[config.mk]
export PLATFORM = sky130hd
export DESIGN_NAME = mpsse_command_decoder_unit
export DESIGN_NICKNAME = d
export VERILOG_FILES = /design/src/rtl/core/mcd_pkg.sv /design/src/rtl/core/mcd_parser.sv /design/src/rtl/core/mcd_out_fifo.sv /design/src/rtl/core/mpsse_command_decoder_unit.sv
export SDC_FILE = /design/constraint.sdc
export NUM_CORES = 1
export LEC_CHECK = 0
export BUFFER_PORTS_ARGS = -buffer_cell sky130_fd_sc_hd__buf_2
export CAP_MARGIN = 40
export CORE_MARGIN = 2
export CORE_UTILIZATION = 55
export DETAILED_ROUTE_END_ITERATION = 8
export PLACE_DENSITY = 0.81
export SLEW_MARGIN = 20
export SYNTH_ARGS = -nofsm -noshare
export SYNTH_HDL_FRONTEND = slang
export SYNTH_SLANG_ARGS = --single-unit
[constraint.sdc]
create_clock -name clk -period 11.2 [get_ports clk]
set_clock_uncertainty 0.15 [all_clocks]
set_input_delay 2.24 -clock clk [delete_from_list [all_inputs] [get_ports clk]]
set_output_delay 2.24 -clock clk [all_outputs]
set_load 0.02 [all_outputs]
[src/rtl/core/mcd_pkg.sv]
`timescale 1ns / 1ps
`default_nettype none

package mcd_pkg;

	// result queue depth; at least two so one byte's pair of results always fits
	localparam int unsigned OUT_DEPTH = 4;

	// byte sent back ahead of an unrecognised opcode
	localparam logic [7:0] ERR_BYTE = 8'hFA;

	// opcodes with a fixed meaning (0x00..0x7F are the shift family)
	localparam logic [7:0] OP_SET_LOW    = 8'h80;
	localparam logic [7:0] OP_READ_LOW   = 8'h81;
	localparam logic [7:0] OP_SET_HIGH   = 8'h82;
	localparam logic [7:0] OP_READ_HIGH  = 8'h83;
	localparam logic [7:0] OP_LOOP_ON    = 8'h84;
	localparam logic [7:0] OP_LOOP_OFF   = 8'h85;
	localparam logic [7:0] OP_SET_DIV    = 8'h86;
	localparam logic [7:0] OP_FLUSH      = 8'h87;
	localparam logic [7:0] OP_WAIT_IO_HI = 8'h88;
	localparam logic [7:0] OP_WAIT_IO_LO = 8'h89;
	localparam logic [7:0] OP_DIV5_OFF   = 8'h8A;
	localparam logic [7:0] OP_DIV5_ON    = 8'h8B;
	localparam logic [7:0] OP_3PH_ON     = 8'h8C;
	localparam logic [7:0] OP_3PH_OFF    = 8'h8D;
	localparam logic [7:0] OP_CLK_BITS   = 8'h8E;
	localparam logic [7:0] OP_CLK_BYTES  = 8'h8F;
	localparam logic [7:0] OP_CLK_IO_HI  = 8'h94;
	localparam logic [7:0] OP_CLK_IO_LO  = 8'h95;
	localparam logic [7:0] OP_ADAPT_ON   = 8'h96;
	localparam logic [7:0] OP_ADAPT_OFF  = 8'h97;
	localparam logic [7:0] OP_CLKB_IO_HI = 8'h9C;
	localparam logic [7:0] OP_CLKB_IO_LO = 8'h9D;

	typedef enum logic [3:0] {
		PH_CMD       = 4'd0,
		PH_LEN_LO    = 4'd1,
		PH_LEN_HI    = 4'd2,
		PH_WBYTES    = 4'd3,
		PH_BITLEN    = 4'd4,
		PH_WBITS     = 4'd5,
		PH_TMSLEN    = 4'd6,
		PH_TMSDATA   = 4'd7,
		PH_GPIO_VAL  = 4'd8,
		PH_GPIO_DIR  = 4'd9,
		PH_DIV_LO    = 4'd10,
		PH_DIV_HI    = 4'd11,
		PH_CLKN_LO   = 4'd12,
		PH_CLKN_HI   = 4'd13,
		PH_CLKN_BITS = 4'd14
	} phase_t;

	typedef enum logic [3:0] {
		ACT_RESPOND = 4'd0,
		ACT_TDI     = 4'd1,
		ACT_TMS     = 4'd2,
		ACT_CLOCK   = 4'd3,
		ACT_GPIO_LO = 4'd4,
		ACT_GPIO_HI = 4'd5,
		ACT_DIVISOR = 4'd6,
		ACT_SAMPLE  = 4'd7,
		ACT_FLUSH   = 4'd8
	} action_t;

	typedef struct packed {
		action_t     action;
		logic [7:0]  data;
		logic [7:0]  aux;
		logic [3:0]  bit_count;
		logic [19:0] repeat_count;
		logic        capture;
		logic        lsb_first;
		logic        loopback_on;
		logic [15:0] divisor_value;
		logic        divide_by_five;
		logic        last;
	} result_t;

	// what the parser hands to the result queue for one byte
	typedef struct packed {
		logic [1:0] count;
		result_t    res0;
		result_t    res1;
	} dec_out_t;

endpackage

`default_nettype wire

[src/rtl/core/mcd_parser.sv]
`timescale 1ns / 1ps
`default_nettype none

module mcd_parser (
	input  wire                clk,
	input  wire                arst_n,
	input  wire                fire,
	input  wire  [7:0]         host_byte,
	output mcd_pkg::dec_out_t  dec
);

	// parser and engine state
	mcd_pkg::phase_t phase_q, phase_d;
	logic [7:0]  cmd_q, cmd_d;
	logic [16:0] rem_q, rem_d;
	logic [3:0]  nbits_q, nbits_d;
	logic [15:0] div_q, div_d;
	logic        div5_q, div5_d;
	logic        loop_q, loop_d;
	logic [7:0]  lo_val_q, lo_val_d;
	logic [7:0]  lo_dir_q, lo_dir_d;
	logic [7:0]  hi_val_q, hi_val_d;
	logic [7:0]  hi_dir_q, hi_dir_d;

	mcd_pkg::result_t r0, r1;
	logic [1:0]  n_res;
	logic [16:0] len_sum;
	logic [16:0] clk_len;
	logic [3:0]  new_bits;

	function automatic logic [7:0] rev8(input logic [7:0] v);
		logic [7:0] r;
		for (int i = 0; i < 8; i++) begin
			r[7 - i] = v[i];
		end
		return r;
	endfunction

	// out-of-range bit counts fall back to a full byte
	function automatic logic [3:0] cur_bits(input logic [3:0] n);
		return (n == 4'd0 || n > 4'd8) ? 4'd8 : n;
	endfunction

	function automatic logic [7:0] few_bits(input logic [7:0] b, input logic [3:0] n,
		input logic lsb);
		logic [7:0] r;
		r = rev8(b) >> (4'd8 - n);
		return lsb ? b : r;
	endfunction

	function automatic mcd_pkg::result_t respond(input logic [7:0] b);
		mcd_pkg::result_t r;
		r        = '0;
		r.action = mcd_pkg::ACT_RESPOND;
		r.data   = b;
		return r;
	endfunction

	function automatic mcd_pkg::result_t tdi(input logic [7:0] d, input logic [3:0] n,
		input logic [19:0] rep, input logic [7:0] cmd, input logic loop);
		mcd_pkg::result_t r;
		r              = '0;
		r.action       = mcd_pkg::ACT_TDI;
		r.data         = d;
		r.bit_count    = n;
		r.repeat_count = rep;
		r.capture      = cmd[5];
		r.lsb_first    = cmd[3];
		r.loopback_on  = loop;
		return r;
	endfunction

	function automatic mcd_pkg::result_t plain(input mcd_pkg::action_t a);
		mcd_pkg::result_t r;
		r        = '0;
		r.action = a;
		return r;
	endfunction

	function automatic mcd_pkg::result_t divisor(input logic [15:0] d, input logic d5);
		mcd_pkg::result_t r;
		r                = '0;
		r.action         = mcd_pkg::ACT_DIVISOR;
		r.divisor_value  = d;
		r.divide_by_five = d5;
		return r;
	endfunction

	// decode of one byte: next state and up to two results
	always_comb begin
		phase_d  = phase_q;
		cmd_d    = cmd_q;
		rem_d    = rem_q;
		nbits_d  = nbits_q;
		div_d    = div_q;
		div5_d   = div5_q;
		loop_d   = loop_q;
		lo_val_d = lo_val_q;
		lo_dir_d = lo_dir_q;
		hi_val_d = hi_val_q;
		hi_dir_d = hi_dir_q;
		r0       = '0;
		r1       = '0;
		n_res    = 2'd0;
		len_sum  = {1'b0, host_byte, rem_q[7:0]} + 17'd1;
		clk_len  = {1'b0, host_byte, rem_q[7:0]};
		new_bits = {1'b0, host_byte[2:0]} + 4'd1;

		unique case (phase_q)
			mcd_pkg::PH_CMD: begin
				cmd_d = host_byte;
				if (!host_byte[7]) begin
					if (host_byte[6:4] == 3'b000) begin
						r0    = respond(mcd_pkg::ERR_BYTE);
						r1    = respond(host_byte);
						n_res = 2'd2;
					end else if (host_byte[6]) begin
						phase_d = mcd_pkg::PH_TMSLEN;
					end else if (host_byte[1]) begin
						phase_d = mcd_pkg::PH_BITLEN;
					end else begin
						phase_d = mcd_pkg::PH_LEN_LO;
					end
				end else begin
					unique case (host_byte) inside
						mcd_pkg::OP_SET_LOW, mcd_pkg::OP_SET_HIGH: begin
							phase_d = mcd_pkg::PH_GPIO_VAL;
						end
						mcd_pkg::OP_READ_LOW: begin
							r0    = plain(mcd_pkg::ACT_SAMPLE);
							n_res = 2'd1;
						end
						mcd_pkg::OP_READ_HIGH: begin
							r0    = respond(hi_val_q);
							n_res = 2'd1;
						end
						mcd_pkg::OP_LOOP_ON:  loop_d = 1'b1;
						mcd_pkg::OP_LOOP_OFF: loop_d = 1'b0;
						mcd_pkg::OP_SET_DIV:  phase_d = mcd_pkg::PH_DIV_LO;
						mcd_pkg::OP_FLUSH: begin
							r0    = plain(mcd_pkg::ACT_FLUSH);
							n_res = 2'd1;
						end
						mcd_pkg::OP_DIV5_OFF: begin
							div5_d = 1'b0;
							r0     = divisor(div_q, 1'b0);
							n_res  = 2'd1;
						end
						mcd_pkg::OP_DIV5_ON: begin
							div5_d = 1'b1;
							r0     = divisor(div_q, 1'b1);
							n_res  = 2'd1;
						end
						mcd_pkg::OP_CLK_BITS:  phase_d = mcd_pkg::PH_CLKN_BITS;
						mcd_pkg::OP_CLK_BYTES: phase_d = mcd_pkg::PH_CLKN_LO;
						mcd_pkg::OP_WAIT_IO_HI, mcd_pkg::OP_WAIT_IO_LO,
						mcd_pkg::OP_3PH_ON, mcd_pkg::OP_3PH_OFF,
						mcd_pkg::OP_CLK_IO_HI, mcd_pkg::OP_CLK_IO_LO,
						mcd_pkg::OP_ADAPT_ON, mcd_pkg::OP_ADAPT_OFF,
						mcd_pkg::OP_CLKB_IO_HI, mcd_pkg::OP_CLKB_IO_LO: begin
							// accepted, nothing to do
						end
						default: begin
							r0    = respond(mcd_pkg::ERR_BYTE);
							r1    = respond(host_byte);
							n_res = 2'd2;
						end
					endcase
				end
			end
			mcd_pkg::PH_LEN_LO: begin
				rem_d   = {9'd0, host_byte};
				phase_d = mcd_pkg::PH_LEN_HI;
			end
			mcd_pkg::PH_LEN_HI: begin
				rem_d = len_sum;
				if (cmd_q[4]) begin
					phase_d = cmd_q[1] ? mcd_pkg::PH_WBITS : mcd_pkg::PH_WBYTES;
				end else begin
					// read only: one shift action covers the whole run
					if (cmd_q[1]) begin
						r0 = tdi(8'h00, cur_bits(nbits_q), 20'd1, cmd_q, loop_q);
					end else begin
						r0 = tdi(8'h00, 4'd8, {3'd0, len_sum}, cmd_q, loop_q);
					end
					n_res   = 2'd1;
					rem_d   = '0;
					phase_d = mcd_pkg::PH_CMD;
				end
			end
			mcd_pkg::PH_WBYTES: begin
				r0      = tdi(cmd_q[3] ? host_byte : rev8(host_byte), 4'd8, 20'd1,
					cmd_q, loop_q);
				n_res   = 2'd1;
				rem_d   = rem_q - 17'd1;
				if (rem_d == '0) begin
					phase_d = mcd_pkg::PH_CMD;
				end
			end
			mcd_pkg::PH_BITLEN: begin
				nbits_d = new_bits;
				rem_d   = 17'd1;
				if (cmd_q[4]) begin
					phase_d = cmd_q[1] ? mcd_pkg::PH_WBITS : mcd_pkg::PH_WBYTES;
				end else begin
					if (cmd_q[1]) begin
						r0 = tdi(8'h00, new_bits, 20'd1, cmd_q, loop_q);
					end else begin
						r0 = tdi(8'h00, 4'd8, 20'd1, cmd_q, loop_q);
					end
					n_res   = 2'd1;
					rem_d   = '0;
					phase_d = mcd_pkg::PH_CMD;
				end
			end
			mcd_pkg::PH_WBITS: begin
				r0      = tdi(few_bits(host_byte, cur_bits(nbits_q), cmd_q[3]),
					cur_bits(nbits_q), 20'd1, cmd_q, loop_q);
				n_res   = 2'd1;
				phase_d = mcd_pkg::PH_CMD;
			end
			mcd_pkg::PH_TMSLEN: begin
				nbits_d = new_bits;
				phase_d = mcd_pkg::PH_TMSDATA;
			end
			mcd_pkg::PH_TMSDATA: begin
				r0              = plain(mcd_pkg::ACT_TMS);
				r0.data         = {1'b0, host_byte[6:0]};
				r0.aux          = {7'd0, host_byte[7]};
				r0.bit_count    = cur_bits(nbits_q);
				r0.repeat_count = 20'd1;
				r0.capture      = cmd_q[5];
				n_res           = 2'd1;
				phase_d         = mcd_pkg::PH_CMD;
			end
			mcd_pkg::PH_GPIO_VAL: begin
				if (cmd_q == mcd_pkg::OP_SET_LOW) begin
					lo_val_d = host_byte;
				end else begin
					hi_val_d = host_byte;
				end
				phase_d = mcd_pkg::PH_GPIO_DIR;
			end
			mcd_pkg::PH_GPIO_DIR: begin
				if (cmd_q == mcd_pkg::OP_SET_LOW) begin
					lo_dir_d = host_byte;
					r0       = plain(mcd_pkg::ACT_GPIO_LO);
					r0.data  = lo_val_q;
				end else begin
					hi_dir_d = host_byte;
					r0       = plain(mcd_pkg::ACT_GPIO_HI);
					r0.data  = hi_val_q;
				end
				r0.aux  = host_byte;
				n_res   = 2'd1;
				phase_d = mcd_pkg::PH_CMD;
			end
			mcd_pkg::PH_DIV_LO: begin
				div_d   = {8'd0, host_byte};
				phase_d = mcd_pkg::PH_DIV_HI;
			end
			mcd_pkg::PH_DIV_HI: begin
				div_d   = {host_byte, div_q[7:0]};
				r0      = divisor({host_byte, div_q[7:0]}, div5_q);
				n_res   = 2'd1;
				phase_d = mcd_pkg::PH_CMD;
			end
			mcd_pkg::PH_CLKN_BITS: begin
				r0              = plain(mcd_pkg::ACT_CLOCK);
				r0.repeat_count = {16'd0, new_bits};
				n_res           = 2'd1;
				phase_d         = mcd_pkg::PH_CMD;
			end
			mcd_pkg::PH_CLKN_LO: begin
				rem_d   = {9'd0, host_byte};
				phase_d = mcd_pkg::PH_CLKN_HI;
			end
			mcd_pkg::PH_CLKN_HI: begin
				rem_d           = clk_len;
				// repeat count covers (n + 1) whole bytes
				r0              = plain(mcd_pkg::ACT_CLOCK);
				r0.repeat_count = {clk_len + 17'd1, 3'd0};
				n_res           = 2'd1;
				phase_d         = mcd_pkg::PH_CMD;
			end
			default: begin
				phase_d = mcd_pkg::PH_CMD;
			end
		endcase

		// mark the final result of this byte
		if (n_res == 2'd1) begin
			r0.last = 1'b1;
		end else if (n_res == 2'd2) begin
			r1.last = 1'b1;
		end
	end

	assign dec.count = n_res;
	assign dec.res0  = r0;
	assign dec.res1  = r1;

	// state update on each accepted byte
	always_ff @(posedge clk or negedge arst_n) begin
		if (!arst_n) begin
			phase_q  <= mcd_pkg::PH_CMD;
			cmd_q    <= '0;
			rem_q    <= '0;
			nbits_q  <= '0;
			div_q    <= '0;
			div5_q   <= 1'b1;
			loop_q   <= 1'b0;
			lo_val_q <= '0;
			lo_dir_q <= '0;
			hi_val_q <= '0;
			hi_dir_q <= '0;
		end else if (fire) begin
			phase_q  <= phase_d;
			cmd_q    <= cmd_d;
			rem_q    <= rem_d;
			nbits_q  <= nbits_d;
			div_q    <= div_d;
			div5_q   <= div5_d;
			loop_q   <= loop_d;
			lo_val_q <= lo_val_d;
			lo_dir_q <= lo_dir_d;
			hi_val_q <= hi_val_d;
			hi_dir_q <= hi_dir_d;
		end
	end

endmodule

`default_nettype wire

[src/rtl/core/mcd_out_fifo.sv]
`timescale 1ns / 1ps
`default_nettype none

module mcd_out_fifo #(
	parameter int unsigned Depth = mcd_pkg::OUT_DEPTH
) (
	input  wire                clk,
	input  wire                arst_n,
	input  wire  [1:0]         push_n,
	input  mcd_pkg::result_t   push0,
	input  mcd_pkg::result_t   push1,
	output logic               room,
	input  wire                pop,
	output mcd_pkg::result_t   head,
	output logic               valid
);

	localparam int unsigned PtrW = (Depth > 1) ? $clog2(Depth) : 1;
	localparam int unsigned CntW = $clog2(Depth + 1);

	mcd_pkg::result_t mem_q [Depth];
	logic [PtrW-1:0] wr_ptr_q, rd_ptr_q;
	logic [PtrW-1:0] wr_ptr_p1, wr_ptr_p2;
	logic [CntW-1:0] cnt_q;

	function automatic logic [PtrW-1:0] ptr_inc(input logic [PtrW-1:0] p);
		return (p == PtrW'(Depth - 1)) ? '0 : p + PtrW'(1);
	endfunction

	assign wr_ptr_p1 = ptr_inc(wr_ptr_q);
	assign wr_ptr_p2 = ptr_inc(wr_ptr_p1);

	// room for a whole byte's worth of results
	assign room  = (cnt_q <= CntW'(Depth - 2));
	assign valid = (cnt_q != '0);
	assign head  = mem_q[rd_ptr_q];

	// storage
	always_ff @(posedge clk) begin
		if (push_n != 2'd0) begin
			mem_q[wr_ptr_q] <= push0;
		end
		if (push_n == 2'd2) begin
			mem_q[wr_ptr_p1] <= push1;
		end
	end

	// pointers and fill level
	always_ff @(posedge clk or negedge arst_n) begin
		if (!arst_n) begin
			wr_ptr_q <= '0;
			rd_ptr_q <= '0;
			cnt_q    <= '0;
		end else begin
			if (push_n == 2'd1) begin
				wr_ptr_q <= wr_ptr_p1;
			end else if (push_n == 2'd2) begin
				wr_ptr_q <= wr_ptr_p2;
			end
			if (pop) begin
				rd_ptr_q <= ptr_inc(rd_ptr_q);
			end
			cnt_q <= cnt_q + CntW'(push_n) - CntW'(pop);
		end
	end

endmodule

`default_nettype wire

[src/rtl/core/mpsse_command_decoder_unit.sv]
// Command stream decoder for a JTAG/GPIO engine.
// Host bytes enter on the s_ channel (s_tdata, one byte per beat); action
// items leave on the m_ channel, with the action code on m_tuser and
// m_tlast set on the final action caused by a given byte.
// Each accepted byte is decoded in the same cycle against the parser
// state and its zero, one or two actions are written into a small result
// queue; m_ offers the oldest queued action from the queue's registers.
// Throughput: one byte per cycle while each byte yields at most one action
// and m_tready stays high. Bytes that yield two actions (error replies)
// are written together, but the queue's single read port hands them out one at a time.
// s_tready is high while the queue has room for two actions, so a stalled
// receiver fills the queue and then holds off the host; queued actions
// wait unchanged until taken.
// Reset: parser waits for a command byte, queue empty, divide-by-five on,
// divisor, loopback and GPIO registers cleared.
`timescale 1ns / 1ps
`default_nettype none

module mpsse_command_decoder_unit #(
	parameter int unsigned OutDepth = mcd_pkg::OUT_DEPTH
) (
	input  wire         clk,
	input  wire         arst_n,
	input  wire         s_tvalid,
	output logic        s_tready,
	input  wire  [7:0]  s_tdata,   // [7:0] host_byte
	output logic        m_tvalid,
	input  wire         m_tready,
	output logic [63:0] m_tdata,   // [7:0] data, [15:8] aux, [19:16] bit_count,
	                               // [39:20] repeat_count, [40] capture,
	                               // [41] lsb_first, [42] loopback_on,
	                               // [58:43] divisor_value, [59] divide_by_five
	output logic [3:0]  m_tuser,   // [3:0] action
	output logic        m_tlast    // last
);

	mcd_pkg::dec_out_t dec;
	mcd_pkg::result_t  head;
	logic              fire;
	logic              room;
	logic [1:0]        push_n;

	assign fire     = s_tvalid & s_tready;
	assign s_tready = room;
	assign push_n   = fire ? dec.count : 2'd0;

	// byte parser
	mcd_parser u_parser (
		.clk       (clk),
		.arst_n    (arst_n),
		.fire      (fire),
		.host_byte (s_tdata),
		.dec       (dec)
	);

	// result queue
	mcd_out_fifo #(
		.Depth (OutDepth)
	) u_out_fifo (
		.clk    (clk),
		.arst_n (arst_n),
		.push_n (push_n),
		.push0  (dec.res0),
		.push1  (dec.res1),
		.room   (room),
		.pop    (m_tvalid & m_tready),
		.head   (head),
		.valid  (m_tvalid)
	);

	// output beat packing
	assign m_tdata = {4'd0, head.divide_by_five, head.divisor_value, head.loopback_on,
		head.lsb_first, head.capture, head.repeat_count, head.bit_count, head.aux,
		head.data};
	assign m_tuser = head.action;
	assign m_tlast = head.last;

endmodule

`default_nettype wire

==> qor.yml <==
track_usage_pct: 28.8
dr.pass1.iters: 6
leakage_uw: 0.00686
start_kind: "input pin"
critical_path.top_delay_family: "simple AND/OR/NAND/NOR gates"
drtAntennaViolNets: 0
switchingPower_uw: 1860
drt_wl_total_mm: 43.9
synth_fa_ha_area_share_pct: 2.01
gr-total-overflow: 0
critPathSlowestCell: "or2_1"
portBuffers: 78
cts_resized: 0
vias_per_cell: 6.61
synthCells: 1525
fin_setup_tns_ns: 0
drive_gt1_share_pct: 18.7
ys_ff_latch: 334
worstPathCellList: "buf_2, inv_1, ha_1, or2_2, o41ai_1, o211a_1, or2_1, nand2_1, inv_1, ha_1, and2_1, nor2_4, buf_4, inv_1"
grt_max_degree: 58
pre_cts_ws_ns: 4.21
cts_buffers: 35
synth_top_family_by_area: "compound AO/OA/AOI/OAI gates"
cap_violations: 0
cts_hold_buffers: 0
slew_headroom_pct: 37.3
r2r_cells: 10
setup.worst_path.end_class: "flop"
synth_cell_type_count: 86
holdCritPathClass: "reg2reg"
gp_congestion: 0.956
syn_to_final_growth_pct: 11.2
critPathMaxStageDelay_ns: 0.53
synth_edf_count: 36
async_reset_ff_share_pct: 22.2
cp.arrival_ns: 6.67
vias: 12900
h-tree-depth: 2
required_ns: 11.22
cts_sinks: 334
antenna_found_initial: 1
io_pins: 83
switching_share_pct: 38.4
nNetsFinal: 1575
drc_errors: 0
slew_viol_final: 0
combPwrFrac_pct: 37.7
clk_pin_slew_worst_paths_ns: 0.06
clk_latency_ns: 0.52
avgRoutedWirePerCell_um: 22.5
root_buffer: "clkbuf_16"
fin_crit_sh_pct: 59.4
grt_pass1_wl_mm: 69.2
ys_warn_count: 0
status: "finished clean"
yosys.area_share.simple_pct: 11.6
multi_input_area_sq_um: 7770
setup_slack_ns: 4.55
crit_cells: 14
rows: 62
synth_xor_area_share_pct: 1.50
rsz0062_at_grt: "no"
critPathKind: "in2reg"
ys_seq_area_share_pct: 47.0
ir_drop_mv: 0.140
crit_top_cell: "inv_1"
clock_power_share_pct: 24.0
worst-path-buf-inv: 5
dieHeight_um: 173
die_x_um: 173
power_density_nw_per_um2: 276
nFillCells: 2318
synth_area_sq_um: 15800
drt_iter0_drc: 1710
whs_ns: 0.300
postCtsSetupBuffers: 0
min_path_cells: 2
grt_pass1_vias: 12400
hold_violations: 0
initial_core_util_pct: 55.4
cts_max_path_buffers: 3
p_seq_share_pct: 38.3
cts_tree: "built"
fin_util_pct: 61.6
fin_crit_ns: 6.65
synthMuxAreaShare_pct: 13.0
synth_flop_cell: "dfxtp_1"
regArea_sq_um: 7430
syn_area_per_cell_sq_um: 10.3
fmax_mhz: 150
finalSetupViolCount: 0
die_area_sq_um: 30100
coreArea_sq_um: 28500
tightest_slew_ns: 0.941
dpl.hpwl_mm: 28.5
path_max_fanout: 32
synth_compound_area_share_pct: 20.9
p_int_uw: 2980
antenna_cells: 0
cell type report:
type	count	area share [%]
multi-input cells	1037	44.3
flip-flops and latches	334	42.3
clock buffers	45	5.74
repair buffers	103	3.48
well taps	384	2.74
clock inverters	17	0.834
inverters	28	0.599
cell families after synthesis:
group | count (synthesis)
buf+inv | 157
compound gates | 475
simple gates | 389
flops | 334
other cells | 1
fa+ha+maj | 25
xor+xnor | 27
mux | 117
placed cells by master, fill, tap and decap left out, types with 8 or more instances in the layout:
cell type    n
o21ai_0    162
nand2b_1    11
buf_2       78
xnor2_1     17
edfxtp_1    36
xor2_1      10
nor2b_1     13
inv_1       28
nor4_1       9
mux2_2      39
a22o_1     146
dfrtp_1     71
mux4_2      66
nand2_1    166
a22oi_1     17
buf_4       22
nor2_1      78
ha_1        23
a21oi_1     46
nand4_1      8
nor3_1      22
mux2i_1     12
nand3_1     24
clkinv_2     9
o22ai_1     15
and2_1      18
clkbuf_16   38
dfxtp_1    224
cells in the mapped netlist (all sizes together) (6+ instances only):
| cell type | instances | area share [%] |
|---|---|---|
| and2 | 19 | 0.75 |
| dfrtp | 73 | 12 |
| clkbuf | 95 | 2.3 |
| mux2 | 39 | 2.8 |
| ha | 23 | 1.8 |
| edfxtp | 36 | 6.9 |
| a32o | 6 | 0.38 |
| buf | 34 | 1.1 |
| nor4 | 10 | 0.44 |
| nand3 | 24 | 0.76 |
| nor3 | 25 | 0.86 |
| nand2 | 167 | 4.0 |
| a221o | 6 | 0.38 |
| nand4 | 8 | 0.32 |
| mux4 | 66 | 9.4 |
| a32oi | 6 | 0.33 |
| a22o | 146 | 8.1 |
| nand2b | 11 | 0.44 |
| o21ai | 167 | 5.3 |
| a22oi | 17 | 0.81 |
| inv | 28 | 0.67 |
| nor2b | 13 | 0.52 |
| xnor2 | 17 | 0.94 |
| o22ai | 15 | 0.59 |
| a221oi | 6 | 0.33 |
| nor2 | 84 | 2.0 |
| a21oi | 51 | 1.7 |
| dfxtp | 224 | 28 |
| mux2i | 12 | 0.76 |
| xor2 | 10 | 0.55 |
power by group through the flow:
stage          clock, uW  sequential [uW]  combinational (uW)
6_report            1160             1860                1830
5_1_grt             1230             1900                1980
2_1_floorplan          0             1710                1430
4_1_cts             1170             1850                1800
3_5_place_dp           0             1870                1790
3_3_place_gp           0             1880                1710
worst register-to-register path, delay by kind of cell (launching register included):
kind / cells / cell delay [ns]
adders and majority gates: 1 / 0.29
DFF: 1 / 0.49
AOI/OAI and AO/OA: 1 / 0.31
buffers and inverters: 3 / 1.14
and+or+nand+nor: 5 / 2.30
layer usage:
metal,vias to the layer above,track usage (%),part of all wire (%)
li1,5696,-,-
met1,6313,38.9,40
met2,756,46.2,47
met3,109,5.48,9.5
met4,2,10.8,3.2
met5,-,0,0.030
final timing paths:
path | from | endpoint | slack [ns]
setup / recovery | s_tdata[0] | u_out_fifo.mem_q[1][0] | 4.55
hold / removal | u_out_fifo.mem_q[3][26] | u_out_fifo.mem_q[3][26] | 0.30
setup reg to reg | u_parser.phase_q[2] | u_out_fifo.mem_q[1][0] | 6.23
hold reg to reg | u_out_fifo.mem_q[3][26] | u_out_fifo.mem_q[3][26] | 0.30
max in group asynchronous | arst_n | u_out_fifo.rd_ptr_q[0] | 8.39
min in group asynchronous | arst_n | u_parser.rem_q[10] | 1.55
per-stage QoR:
step,cell area (sq um),power [uW],cells
2_1_floorplan,15800,3140,1528
3_3_place_gp,16300,3590,1878
3_5_place_dp,16400,3660,1884
4_1_cts,17500,4830,1946
5_1_grt,17600,5100,1948
6_report,17600,4850,1948
sequential cells by signal, summed over array words and instances, names as in the netlist:
register,cells
u_parser.rem_q,17
u_out_fifo.rd_ptr_q,2
u_parser.hi_val_q,8
u_out_fifo.cnt_q,3
u_out_fifo.wr_ptr_q,2
u_parser.nbits_q,4
u_parser.div5_q,1
u_parser.cmd_q,8
u_out_fifo.mem_q,260
u_parser.loop_q,1
u_parser.phase_q,4
u_parser.div_q,16
u_parser.lo_val_q,8
No activity file was read; power rests on OpenSTA's default activity.
